--- src/hw/rtl/dstt_pkg.sv ---
// Package for the slot-table topological sorter: sizes, command and status codes,
// the state encoding and the edge memory request type.
// No dependencies.
package dstt_pkg;

  localparam int MAX_NODES       = 16;
  localparam int EDGE_COUNT_BITS = 4;
  localparam int NODE_W          = $clog2(MAX_NODES);
  localparam int CNT_W           = NODE_W + 1;
  localparam int EDGE_AW         = 2 * NODE_W;
  localparam int EDGE_DEPTH      = MAX_NODES * MAX_NODES;
  localparam int INDEG_W         = EDGE_COUNT_BITS + NODE_W;
  localparam int SEQ_W           = EDGE_AW + 1;

  localparam logic [EDGE_COUNT_BITS-1:0] EDGE_MAX = '1;

  localparam logic [1:0] CMD_ADD_NODE = 2'd0;
  localparam logic [1:0] CMD_REMOVE   = 2'd1;
  localparam logic [1:0] CMD_ADD_EDGE = 2'd2;
  localparam logic [1:0] CMD_READ     = 2'd3;

  localparam logic [2:0] STS_OK    = 3'd0;
  localparam logic [2:0] STS_FULL  = 3'd1;
  localparam logic [2:0] STS_BADID = 3'd2;
  localparam logic [2:0] STS_CYCLE = 3'd3;
  localparam logic [2:0] STS_SAT   = 3'd4;

  typedef enum logic [8:0] {
    ST_INIT  = 9'b000000001,
    ST_IDLE  = 9'b000000010,
    ST_CLR   = 9'b000000100,
    ST_DEG   = 9'b000001000,
    ST_SEED  = 9'b000010000,
    ST_RELAX = 9'b000100000,
    ST_DONE  = 9'b001000000,
    ST_EDGE  = 9'b010000000,
    ST_EMIT  = 9'b100000000
  } state_t;

  typedef struct packed {
    logic                       we;
    logic [EDGE_AW-1:0]         addr;
    logic [EDGE_COUNT_BITS-1:0] wdata;
  } edge_req_t;

endpackage

--- src/hw/rtl/dstt_edge_ram.sv ---
// Single-port edge count memory, one entry per parent/child pair.
// Depends on dstt_pkg for sizes and the request struct.
module dstt_edge_ram
  import dstt_pkg::*;
(
  input  logic                       clk,
  input  edge_req_t                  req,
  output logic [EDGE_COUNT_BITS-1:0] rdata
);

  logic [EDGE_COUNT_BITS-1:0] mem [EDGE_DEPTH];

  always_ff @(posedge clk) begin
    if (req.we) begin
      mem[req.addr] <= req.wdata;
    end else begin
      rdata <= mem[req.addr];
    end
  end

endmodule

--- src/hw/rtl/dag_slot_table_topo_sort.sv ---
// Top level of the slot-table graph with Kahn topological sort.
// Depends on dstt_pkg and dstt_edge_ram.
//
// Commands are taken when start is high and busy is low; results appear for one
// cycle each on out_valid and cannot be held off. After reset the block clears its
// edge memory with busy high. Add node answers in the cycle after acceptance, add
// edge answers from ST_EDGE, where the count read in idle is updated, and read order
// emits one slot a cycle. Remove clears the slot's edges, gathers in-degrees, seeds
// the queue, relaxes the row of each dequeued node and checks that every live slot
// was sorted before its run of results; the single port of the edge memory, one
// access a cycle, paces these steps.
module dag_slot_table_topo_sort
  import dstt_pkg::*;
(
  input  logic              clk,
  input  logic              rst_n,
  input  logic              start,
  output logic              busy,
  input  logic [1:0]        in_command,
  input  logic [NODE_W-1:0] in_first_id,
  input  logic [NODE_W-1:0] in_second_id,
  output logic              out_valid,
  output logic [NODE_W-1:0] out_node_id,
  output logic              out_last,
  output logic [2:0]        out_status
);

  state_t                     state_r;
  logic [SEQ_W-1:0]           cnt_r;
  logic [MAX_NODES-1:0]       live_r;
  logic [CNT_W-1:0]           slots_used_r;
  logic [NODE_W-1:0]          free_head_r;
  logic [CNT_W-1:0]           free_count_r;
  logic [NODE_W-1:0]          fifo_r [MAX_NODES];
  logic [NODE_W-1:0]          order_r [MAX_NODES];
  logic [CNT_W-1:0]           order_len_r;
  logic [NODE_W-1:0]          queue_r [MAX_NODES];
  logic [CNT_W-1:0]           qh_r;
  logic [CNT_W-1:0]           qt_r;
  logic [INDEG_W-1:0]         indeg_r [MAX_NODES];
  logic [NODE_W-1:0]          sel_a_r;
  logic [NODE_W-1:0]          sel_b_r;
  logic                       pend_r;
  logic [EDGE_AW-1:0]         pa_r;
  logic                       out_valid_r;
  logic [NODE_W-1:0]          out_node_id_r;
  logic                       out_last_r;
  logic [2:0]                 out_status_r;

  edge_req_t                  req;
  logic [EDGE_COUNT_BITS-1:0] erd;
  logic                       accept;
  logic                       issue;
  logic [NODE_W-1:0]          cur_p;
  logic [NODE_W-1:0]          pd_p;
  logic [NODE_W-1:0]          pd_c;
  logic [INDEG_W-1:0]         n_ext;
  logic [INDEG_W-1:0]         relax_val;
  logic                       relax_hit;
  logic                       relax_push;
  logic                       seed_push;
  logic [CNT_W-1:0]           qt_after;
  logic                       a_ok;
  logic                       b_ok;

  dstt_edge_ram u_edge_ram (
    .clk   (clk),
    .req   (req),
    .rdata (erd)
  );

  assign accept = start && !busy;
  assign busy   = (state_r != ST_IDLE);
  assign cur_p  = queue_r[qh_r[NODE_W-1:0]];
  assign pd_p   = pa_r[EDGE_AW-1:NODE_W];
  assign pd_c   = pa_r[NODE_W-1:0];
  assign n_ext  = INDEG_W'(erd);
  assign a_ok   = (CNT_W'(in_first_id) < CNT_W'(MAX_NODES)) && live_r[in_first_id];
  assign b_ok   = (CNT_W'(in_second_id) < CNT_W'(MAX_NODES)) && live_r[in_second_id];

  // Edge memory requests: clearing sweeps, the add edge read in idle, the two scans and the edge update.
  always_comb begin
    req       = '0;
    issue     = 1'b0;
    case (state_r)
      ST_INIT: begin
        req.we   = 1'b1;
        req.addr = cnt_r[EDGE_AW-1:0];
      end
      ST_CLR: begin
        req.we   = 1'b1;
        req.addr = (cnt_r[NODE_W] == 1'b0) ? {sel_a_r, cnt_r[NODE_W-1:0]}
                                           : {cnt_r[NODE_W-1:0], sel_a_r};
      end
      ST_IDLE: begin
        req.addr = {in_first_id, in_second_id};
      end
      ST_DEG: begin
        issue    = (cnt_r < SEQ_W'(EDGE_DEPTH));
        // Parent is the inner index so each in-degree is summed in one run.
        req.addr = {cnt_r[NODE_W-1:0], cnt_r[EDGE_AW-1:NODE_W]};
      end
      ST_RELAX: begin
        issue    = (cnt_r < SEQ_W'(MAX_NODES));
        req.addr = {cur_p, cnt_r[NODE_W-1:0]};
      end
      ST_EDGE: begin
        req.we    = (erd != EDGE_MAX);
        req.addr  = {sel_a_r, sel_b_r};
        req.wdata = erd + EDGE_COUNT_BITS'(1);
      end
      default: begin
        req = '0;
      end
    endcase
  end

  always_comb begin
    relax_hit  = pend_r && (erd != '0) && live_r[pd_c] && (indeg_r[pd_c] != '0);
    relax_val  = (indeg_r[pd_c] > n_ext) ? indeg_r[pd_c] - n_ext : '0;
    relax_push = relax_hit && (relax_val == '0) && (qt_r < CNT_W'(MAX_NODES));
    seed_push  = live_r[cnt_r[NODE_W-1:0]] && (indeg_r[cnt_r[NODE_W-1:0]] == '0);
    qt_after   = qt_r;
    if ((state_r == ST_RELAX && relax_push) || (state_r == ST_SEED && seed_push)) begin
      qt_after = qt_r + CNT_W'(1);
    end
  end

  always_ff @(posedge clk) begin
    if (!rst_n) begin
      state_r      <= ST_INIT;
      cnt_r        <= '0;
      live_r       <= '0;
      slots_used_r <= '0;
      free_head_r  <= '0;
      free_count_r <= '0;
      order_len_r  <= '0;
      qh_r         <= '0;
      qt_r         <= '0;
      pend_r       <= 1'b0;
      out_valid_r  <= 1'b0;
    end else begin
      out_valid_r <= 1'b0;
      pend_r      <= issue;
      if (issue) begin
        pa_r <= req.addr;
      end
      case (state_r)
        ST_INIT: begin
          cnt_r <= cnt_r + SEQ_W'(1);
          if (cnt_r == SEQ_W'(EDGE_DEPTH - 1)) begin
            state_r <= ST_IDLE;
          end
        end
        ST_IDLE: begin
          if (accept) begin
            sel_a_r       <= in_first_id;
            sel_b_r       <= in_second_id;
            out_node_id_r <= '0;
            out_last_r    <= 1'b1;
            case (in_command)
              CMD_ADD_NODE: begin
                out_valid_r <= 1'b1;
                if (free_count_r != '0) begin
                  out_node_id_r              <= fifo_r[free_head_r];
                  out_status_r               <= STS_OK;
                  live_r[fifo_r[free_head_r]] <= 1'b1;
                  free_head_r  <= (free_head_r == NODE_W'(MAX_NODES - 1)) ? '0
                                  : free_head_r + NODE_W'(1);
                  free_count_r <= free_count_r - CNT_W'(1);
                end else if (slots_used_r < CNT_W'(MAX_NODES)) begin
                  out_node_id_r                     <= slots_used_r[NODE_W-1:0];
                  out_status_r                      <= STS_OK;
                  live_r[slots_used_r[NODE_W-1:0]]  <= 1'b1;
                  slots_used_r                      <= slots_used_r + CNT_W'(1);
                end else begin
                  out_status_r <= STS_FULL;
                end
              end
              CMD_REMOVE: begin
                if (!a_ok) begin
                  out_valid_r  <= 1'b1;
                  out_status_r <= STS_BADID;
                end else begin
                  live_r[in_first_id] <= 1'b0;
                  fifo_r[free_head_r + free_count_r[NODE_W-1:0]] <= in_first_id;
                  if (free_count_r < CNT_W'(MAX_NODES)) begin
                    free_count_r <= free_count_r + CNT_W'(1);
                  end
                  cnt_r   <= '0;
                  state_r <= ST_CLR;
                end
              end
              CMD_ADD_EDGE: begin
                if (!a_ok || !b_ok) begin
                  out_valid_r  <= 1'b1;
                  out_status_r <= STS_BADID;
                end else begin
                  state_r <= ST_EDGE;
                end
              end
              default: begin
                if (order_len_r != '0) begin
                  cnt_r   <= '0;
                  state_r <= ST_EMIT;
                end
              end
            endcase
          end
        end
        ST_EDGE: begin
          out_valid_r   <= 1'b1;
          out_node_id_r <= '0;
          out_last_r    <= 1'b1;
          out_status_r  <= (erd == EDGE_MAX) ? STS_SAT : STS_OK;
          state_r       <= ST_IDLE;
        end
        ST_CLR: begin
          cnt_r <= cnt_r + SEQ_W'(1);
          if (cnt_r == SEQ_W'(2 * MAX_NODES - 1)) begin
            cnt_r   <= '0;
            qh_r    <= '0;
            qt_r    <= '0;
            for (int i = 0; i < MAX_NODES; i++) begin
              indeg_r[i] <= '0;
            end
            state_r <= ST_DEG;
          end
        end
        ST_DEG: begin
          if (issue) begin
            cnt_r <= cnt_r + SEQ_W'(1);
          end
          if (pend_r && live_r[pd_p] && live_r[pd_c]) begin
            indeg_r[pd_c] <= indeg_r[pd_c] + n_ext;
          end
          if (!issue) begin
            cnt_r   <= '0;
            state_r <= ST_SEED;
          end
        end
        ST_SEED: begin
          cnt_r <= cnt_r + SEQ_W'(1);
          if (seed_push) begin
            queue_r[qt_r[NODE_W-1:0]] <= cnt_r[NODE_W-1:0];
          end
          qt_r <= qt_after;
          if (cnt_r == SEQ_W'(MAX_NODES - 1)) begin
            cnt_r   <= '0;
            state_r <= (qt_after != '0) ? ST_RELAX : ST_DONE;
          end
        end
        ST_RELAX: begin
          cnt_r <= cnt_r + SEQ_W'(1);
          if (relax_hit) begin
            indeg_r[pd_c] <= relax_val;
          end
          if (relax_push) begin
            queue_r[qt_r[NODE_W-1:0]] <= pd_c;
          end
          qt_r <= qt_after;
          // The last child of this row is settled here; move to the next queued node.
          if (!issue) begin
            cnt_r   <= '0;
            qh_r    <= qh_r + CNT_W'(1);
            state_r <= ((qh_r + CNT_W'(1)) < qt_after) ? ST_RELAX : ST_DONE;
          end
        end
        ST_DONE: begin
          state_r <= ST_IDLE;
          if (CNT_W'($countones(live_r)) == qt_r) begin
            for (int i = 0; i < MAX_NODES; i++) begin
              order_r[i] <= queue_r[i];
            end
            order_len_r <= qt_r;
            if (qt_r != '0) begin
              cnt_r   <= '0;
              state_r <= ST_EMIT;
            end
          end else begin
            out_valid_r   <= 1'b1;
            out_node_id_r <= '0;
            out_last_r    <= 1'b1;
            out_status_r  <= STS_CYCLE;
          end
        end
        ST_EMIT: begin
          out_valid_r   <= 1'b1;
          out_node_id_r <= order_r[cnt_r[NODE_W-1:0]];
          out_status_r  <= STS_OK;
          out_last_r    <= (CNT_W'(cnt_r) + CNT_W'(1) == order_len_r);
          cnt_r         <= cnt_r + SEQ_W'(1);
          if (CNT_W'(cnt_r) + CNT_W'(1) == order_len_r) begin
            state_r <= ST_IDLE;
          end
        end
        default: begin
          state_r <= ST_IDLE;
        end
      endcase
    end
  end

  assign out_valid   = out_valid_r;
  assign out_node_id = out_node_id_r;
  assign out_last    = out_last_r;
  assign out_status  = out_status_r;

  // A run of order results has no gaps.
  a_run_contiguous: assert property (@(posedge clk) disable iff (!rst_n)
    out_valid && !out_last |=> out_valid)
    else $error("order run broken");

  // Only ok results come in runs.
  a_err_single: assert property (@(posedge clk) disable iff (!rst_n)
    out_valid && (out_status != STS_OK) |-> out_last)
    else $error("error result not last");

  // The sort queue head never passes its tail.
  a_queue_order: assert property (@(posedge clk) disable iff (!rst_n)
    qh_r <= qt_r)
    else $error("queue head past tail");

  // Nothing is emitted while the edge memory is cleared after reset.
  a_init_quiet: assert property (@(posedge clk) disable iff (!rst_n)
    (state_r == ST_INIT) |-> !out_valid && busy)
    else $error("output during clearing pass");

endmodule
--- config.mk ---
export PLATFORM = sky130hd
export DESIGN_NAME = dag_slot_table_topo_sort
export DESIGN_NICKNAME = d
export VERILOG_FILES = /design/src/hw/rtl/dstt_pkg.sv /design/src/hw/rtl/dstt_edge_ram.sv /design/src/hw/rtl/dag_slot_table_topo_sort.sv
export SDC_FILE = /design/constraint.sdc
export NUM_CORES = 2
export LEC_CHECK = 0
export BUFFER_PORTS_ARGS = -buffer_cell sky130_fd_sc_hd__buf_2
export CAP_MARGIN = 40
export CORE_MARGIN = 3
export CORE_UTILIZATION = 59
export CTS_BUF_LIST = sky130_fd_sc_hd__clkbuf_4
export CTS_CLUSTER_DIAMETER = 150
export CTS_CLUSTER_SIZE = 14
export DETAILED_ROUTE_END_ITERATION = 8
export PLACE_DENSITY = 0.89
export SYNTH_ARGS = -nofsm -noshare
export SYNTH_HDL_FRONTEND = slang
export SYNTH_HIERARCHICAL = 1
export SYNTH_SLANG_ARGS = --single-unit
--- constraint.sdc ---
create_clock -name clk -period 8.6 [get_ports clk]
set_clock_uncertainty 0.15 [all_clocks]
set_input_delay 0.86 -clock clk [delete_from_list [all_inputs] [get_ports clk]]
set_output_delay 0.86 -clock clk [all_outputs]
set_load 0.05 [all_outputs]
After elaboration in Yosys (flattened, before gate mapping)
Memories as Yosys holds them, arrays and structs flattened. A register that Yosys moved wholly into a read port is not among the register bits.
Index checks and enable logic that the tools add are counted.
Word-level totals
  register bits after elaboration: 89
  RAM bits: 1344
  input port bits: 13
  output and inout port bits: 10
  word-level logic and storage cells: 302
  memories kept: 5
Memory list
  u_edge_ram.mem: words 256, bits a word 4, rd ports 1, clocked after Yosys merged registers in 1, write ports 1, line dstt_edge_ram.sv:11  | logic [EDGE_COUNT_BITS-1:0] mem [EDGE_DEPTH];
  indeg_r: words 16, bits a word 8, rd ports 2, clocked after Yosys merged registers in 2, write ports 16, line dag_slot_table_topo_sort.sv:40  | logic [INDEG_W-1:0] indeg_r [MAX_NODES];
  fifo_r: words 16, bits a word 4, rd ports 1, clocked after Yosys merged registers in 1, write ports 1, line dag_slot_table_topo_sort.sv:34  | logic [NODE_W-1:0] fifo_r [MAX_NODES];
  order_r: words 16, bits a word 4, rd ports 1, clocked after Yosys merged registers in 1, write ports 16, line dag_slot_table_topo_sort.sv:35  | logic [NODE_W-1:0] order_r [MAX_NODES];
  queue_r: words 16, bits a word 4, rd ports 17, clocked after Yosys merged registers in 1, write ports 1, line dag_slot_table_topo_sort.sv:37  | logic [NODE_W-1:0] queue_r [MAX_NODES];
Cells by class
  add/subtract/negate cells: 27
  order comparisons: 17
  equal/unequal tests: 43
  muxes and demuxes: 132
  bitwise gates (word level): 7
  reduce and logical (&&, ||, !) cells: 54
Operators by type and width (number)
  9-bit two-way mux: 20
  4-bit two-way mux: 18
  9-bit one-hot mux with 8 select lines: 1
  9-bit one-hot mux with 6 select lines: 1
  1-bit two-way mux: 49
  16-bit two-way mux: 3
  8-bit one-hot mux with 6 select lines: 1
  4-bit by 5-bit < comparator with 1-bit output (second input constant): 7
  8-bit two-way mux: 4
  16-bit bitwise OR: 2
  16-bit one-hot mux with 2 select lines: 1
  5-bit two-way mux: 6
  5-bit one-hot mux with 2 select lines: 3
  2-bit != test (second input constant): 14
  9-bit one-hot mux with 3 select lines: 1
  5-bit by 1-bit adder with 5-bit output (second input constant): 5
  1-bit binary-select mux with 4-bit select: 5
  5-bit nonzero test: 4
  9-bit by 4-bit == test with 1-bit output (second input constant): 2
  9-bit by 5-bit == test with 1-bit output (second input constant): 2
  9-bit by 8-bit == test with 1-bit output (second input constant): 2
  3-bit != test (second input constant): 6
  9-bit one-hot mux with 2 select lines: 1
  1-bit by 1-bit adder with 2-bit output: 8
  other kinds (59): 114

Logic depth before layout (Yosys ltp)
  depth in word-level cells: 13
  depth in mapped cells: 25
  mapped depth without buffers: 23

Modules after synthesis
The synthesis kept the hierarchy.
By module, submodules not included
  dstt_edge_ram: instances 1, cells each 1960, area an instance 40159.8 µm², sequential area each 30869.6 µm²
  dag_slot_table_topo_sort: instances 1, cells each 1624, area an instance 20850.0 µm², sequential area each 11951.5 µm²

Least setup slack after synthesis
No wires, ideal clock.
  path type: reg2reg
  from: register state_r[6]
  to: memory u_edge_ram.mem[0][3] (data pin)
  library setup time: 1396 ps
  arrival: 7623 ps
  data required time: 7054 ps
  path slack: -569 ps
  cell stages (with the launch flop): 8
  buffers on the path: 2
  clock period less this slack: 9169 ps
  cell sequence: dfxtp_1 -> clkbuf_1 -> nor3_1 -> nand2_1 -> or3_1 -> or3b_2 -> clkbuf_1 -> nor2_1
RTL lines
  start, declared: line dag_slot_table_topo_sort.sv:28  | state_t state_r;
  start signal, assigned: line dag_slot_table_topo_sort.sv:250  | state_r <= (qt_after != '0) ? ST_RELAX : ST_DONE;
  start signal, assigned: line dag_slot_table_topo_sort.sv:266  | state_r <= ((qh_r + CNT_W'(1)) < qt_after) ? ST_RELAX : ST_DONE;
  end, declared: line dstt_edge_ram.sv:11

==> summary.txt <==
Synth async-reset ratio: 0%
crit start category: flip-flop
DRT Wirelength: 145,200 um
placer congestion estimate: 0.9603
Setup CP Type: reg -> reg
TritonCTS Buffers: 113
num rows: 117
Post-synth EDFFs: 1,372
CTS tree: built
gr usage total: 27.16%
worst path arrival time: 7180 ps
Slew Limit Fails: 0
leading area contributor after synthesis: edfxtp_1
via/cell ratio: 6.933
Cells after DPL: 4,824
Iter 0 DRT Violations: 5,529
IO buf count: 22
fin crit share: 74.56%
CP max FO: 23
Worst-path clk slew: 180 ps
dpl hpwl: 92,730 um
unrepaired setup endpoints after global routing: no
syn_area_per_cell: 17.02 um^2
largest net degree at the start of global routing: 257
Starting Density: 59.71%
wire per inst: 29.21 um
clock sinks: 1,453
post-synth top area share: 67.53%
post-synthesis cell count: 3,584
Worst Setup End Kind: flip-flop
Max Fclk: 156.0 MHz
Least-Margin Pin Slew: 1235 ps
Post-layout nets: 3,647
cell area after synthesis: 0.06101 mm^2
commonest non-fill, non-tap cell in the layout: edfxtp_1
leak pwr: 22.03 nW
Yosys reg bits: 1,453
top cells by area, synth: edfxtp_1 (68%), mux4_2 (13%), nor2_1 (3.0%)
number of remaining DRC errors: 0
min Tclk post-route: 6412 ps
chip width: 327.6 um
initial antenna violation count: 1
via count: 34.46k
maximum vdd drop: 0.0002384 V
most frequent cells in the layout: edfxtp_1 (1,372), nor2_1 (484), mux4_2 (361), a22oi_1 (157), nand2_1 (156)
Setup TNS: 0 ps
area grow syn2layout: 4.477%
I/O pin count: 23
die height: 327.6 um
layout cells sized above 1: 18.16%
Core Area: 0.1022 mm^2
ys flop type: edfxtp_1
post-route ant nets: 0
Root Buffer: clkbuf_4
Min-Delay Path Class: in -> reg
CTS max path bufs: 3
drt first pass iters: 8
Worst slew margin: 17.69%
cts repair resizes: 0
# setup viols final: 0
Synth Warn #: 6
remaining global-route overflow: 0
register area share after synthesis: 70.19%
Finished Layout Cells: 4,970
status: completed
vias in the first global route: 34.56k
CP required: 9370 ps
post-synthesis cell type count: 81
first-pass GRT wire length: 218,800 um
worst-skew pair later-pin latency: 1050 ps
syn nets: 3,653
full die area: 0.1073 mm^2
final hold vios: 0
Power Density: 197.7 mW/mm^2
Max-Cap Viols: 0
H-tree level count: 3
## logic make-up (layout without fill, tap and decap cells)
kind of cell	count (synthesis)	after routing	synth area share, %
AND/OR/NAND/NOR	956	956	7.098
adder cells (fa/ha/maj)	56	56	1.321
flip-flops	1453	1453	70.19
buffers and inverters	267	284	2.053
other	0	1	0
XOR/XNOR	37	37	0.5312
multiplexers	397	397	14.21
AO/OA/AOI/OAI	418	418	4.598
## worst paths after layout
| check | from | endpoint | slack (ps) | cells past startpoint |
|---|---|---|---|---|
| setup / recovery | flip-flop | state_r[5] | 2190 | 23 |
| hold reg to reg | queue_r[4][3] | order_r[4][3] | 280 | 0 |
| hold / removal | in_first_id[2] | fifo_r[0][2] | 160 | 1 |
| setup reg to reg | flip-flop | state_r[5] | 2190 | 23 |
## synthesized netlist by cell type, types with 12 or more instances
master	n
buf_2	25
nand2_1	156
nor3_1	67
nor4_1	30
nand3_1	57
nand2b_1	16
o21ai_0	41
mux4_2	361
nand4_1	19
buf_1	23
o41ai_1	13
fa_1	14
nor3b_1	13
nor2_1	488
a31oi_1	12
edfxtp_1	1372
xor2_1	12
or2_2	22
clkbuf_1	145
inv_1	50
mux2i_1	14
xnor2_1	25
ha_1	42
a21oi_1	115
nor2b_1	19
dfxtp_1	81
a22oi_1	157
## registers in the layout, summed over array words and instances, names as in the netlist, 5 cells and up, named ones only
| signal | count |
|---|---|
| qt_r | 5 |
| live_r | 16 |
| free_count_r | 5 |
| order_r | 64 |
| u_edge_ram/mem | 1024 |
| cnt_r | 9 |
| indeg_r | 128 |
| pa_r | 8 |
| slots_used_r | 5 |
| queue_r | 64 |
| qh_r | 5 |
| fifo_r | 64 |
| state_r | 9 |
| order_len_r | 5 |
## area by class of cell
class / count / area (um^2)
Clock buffer: 132 / 991.0
Inverter: 50 / 187.7
Tap cell: 1368 / 1712
Sequential cell: 1453 / 42820
Multi-Input combinational cell: 1864 / 17040
Fill cell: 6748 / 38440
Clock inverter: 6 / 90.09
Timing Repair Buffer: 96 / 893.4
Antenna cell: 1 / 2.502
## metal layers
metal | track usage (%) | part of all wire, % | vias up
met5 | 0 | 0 | -
met2 | 44.29 | 49 | 2572
li1 | - | - | 14202
met1 | 36.84 | 35 | 17241
met4 | 11.36 | 4.7 | 0
met3 | 4.731 | 11 | 440
## critical path, stage by stage (launching register included)
cell	delay, ps
dfxtp_1	930
mux4_2	410
a22oi_1	230
nand3_1	190
inv_1	90
ha_1	170
fa_1	260
nor2b_1	70
o21a_1	210
o21ai_0	320
nor3b_1	380
a22oi_1	190
or4b_4	600
nand2_1	260
nand2_1	140
nor2_1	160
xnor2_1	100
ha_1	350
nand2_1	80
or2_2	270
mux2i_1	220
o221ai_1	170
a21oi_1	220
o31ai_2	70
## where the power goes
| part | leakage [nW] | total, mW | internal (mW) | switching, mW |
|---|---|---|---|---|
| Combinational | 5.44 | 2.03 | 0.743 | 1.29 |
| Clock | 0.649 | 2.77 | 0.764 | 2.00 |
| Sequential | 15.9 | 7.80 | 7.70 | 0.0973 |
## through the flow
step / power [mW] / instance area (um^2) / setup WS (ps) / utilization (%) / hold slack [ps]
after floorplan: 9.409 / 61010 / -569.3 / - / 270.7
after global placement: 9.864 / 62340 / 2224 / 61.01 / 275.7
after detailed placement: 9.948 / 62590 / 2367 / 61.25 / 280.4
after CTS: 12.59 / 63720 / 2299 / 62.36 / 89.93
after global routing: 12.98 / 63740 / 1693 / 62.38 / 134.6
final: 12.60 / 63740 / 2188 / 62.38 / 159.5
## what timing repair did
item | 4_1_cts | 5_1_grt
hold endpoints to repair | 5 | 0
hold buffers | 5 | 0
setup buffers | 0 | 0
Note: power is estimated with default switching activity, not from simulation.
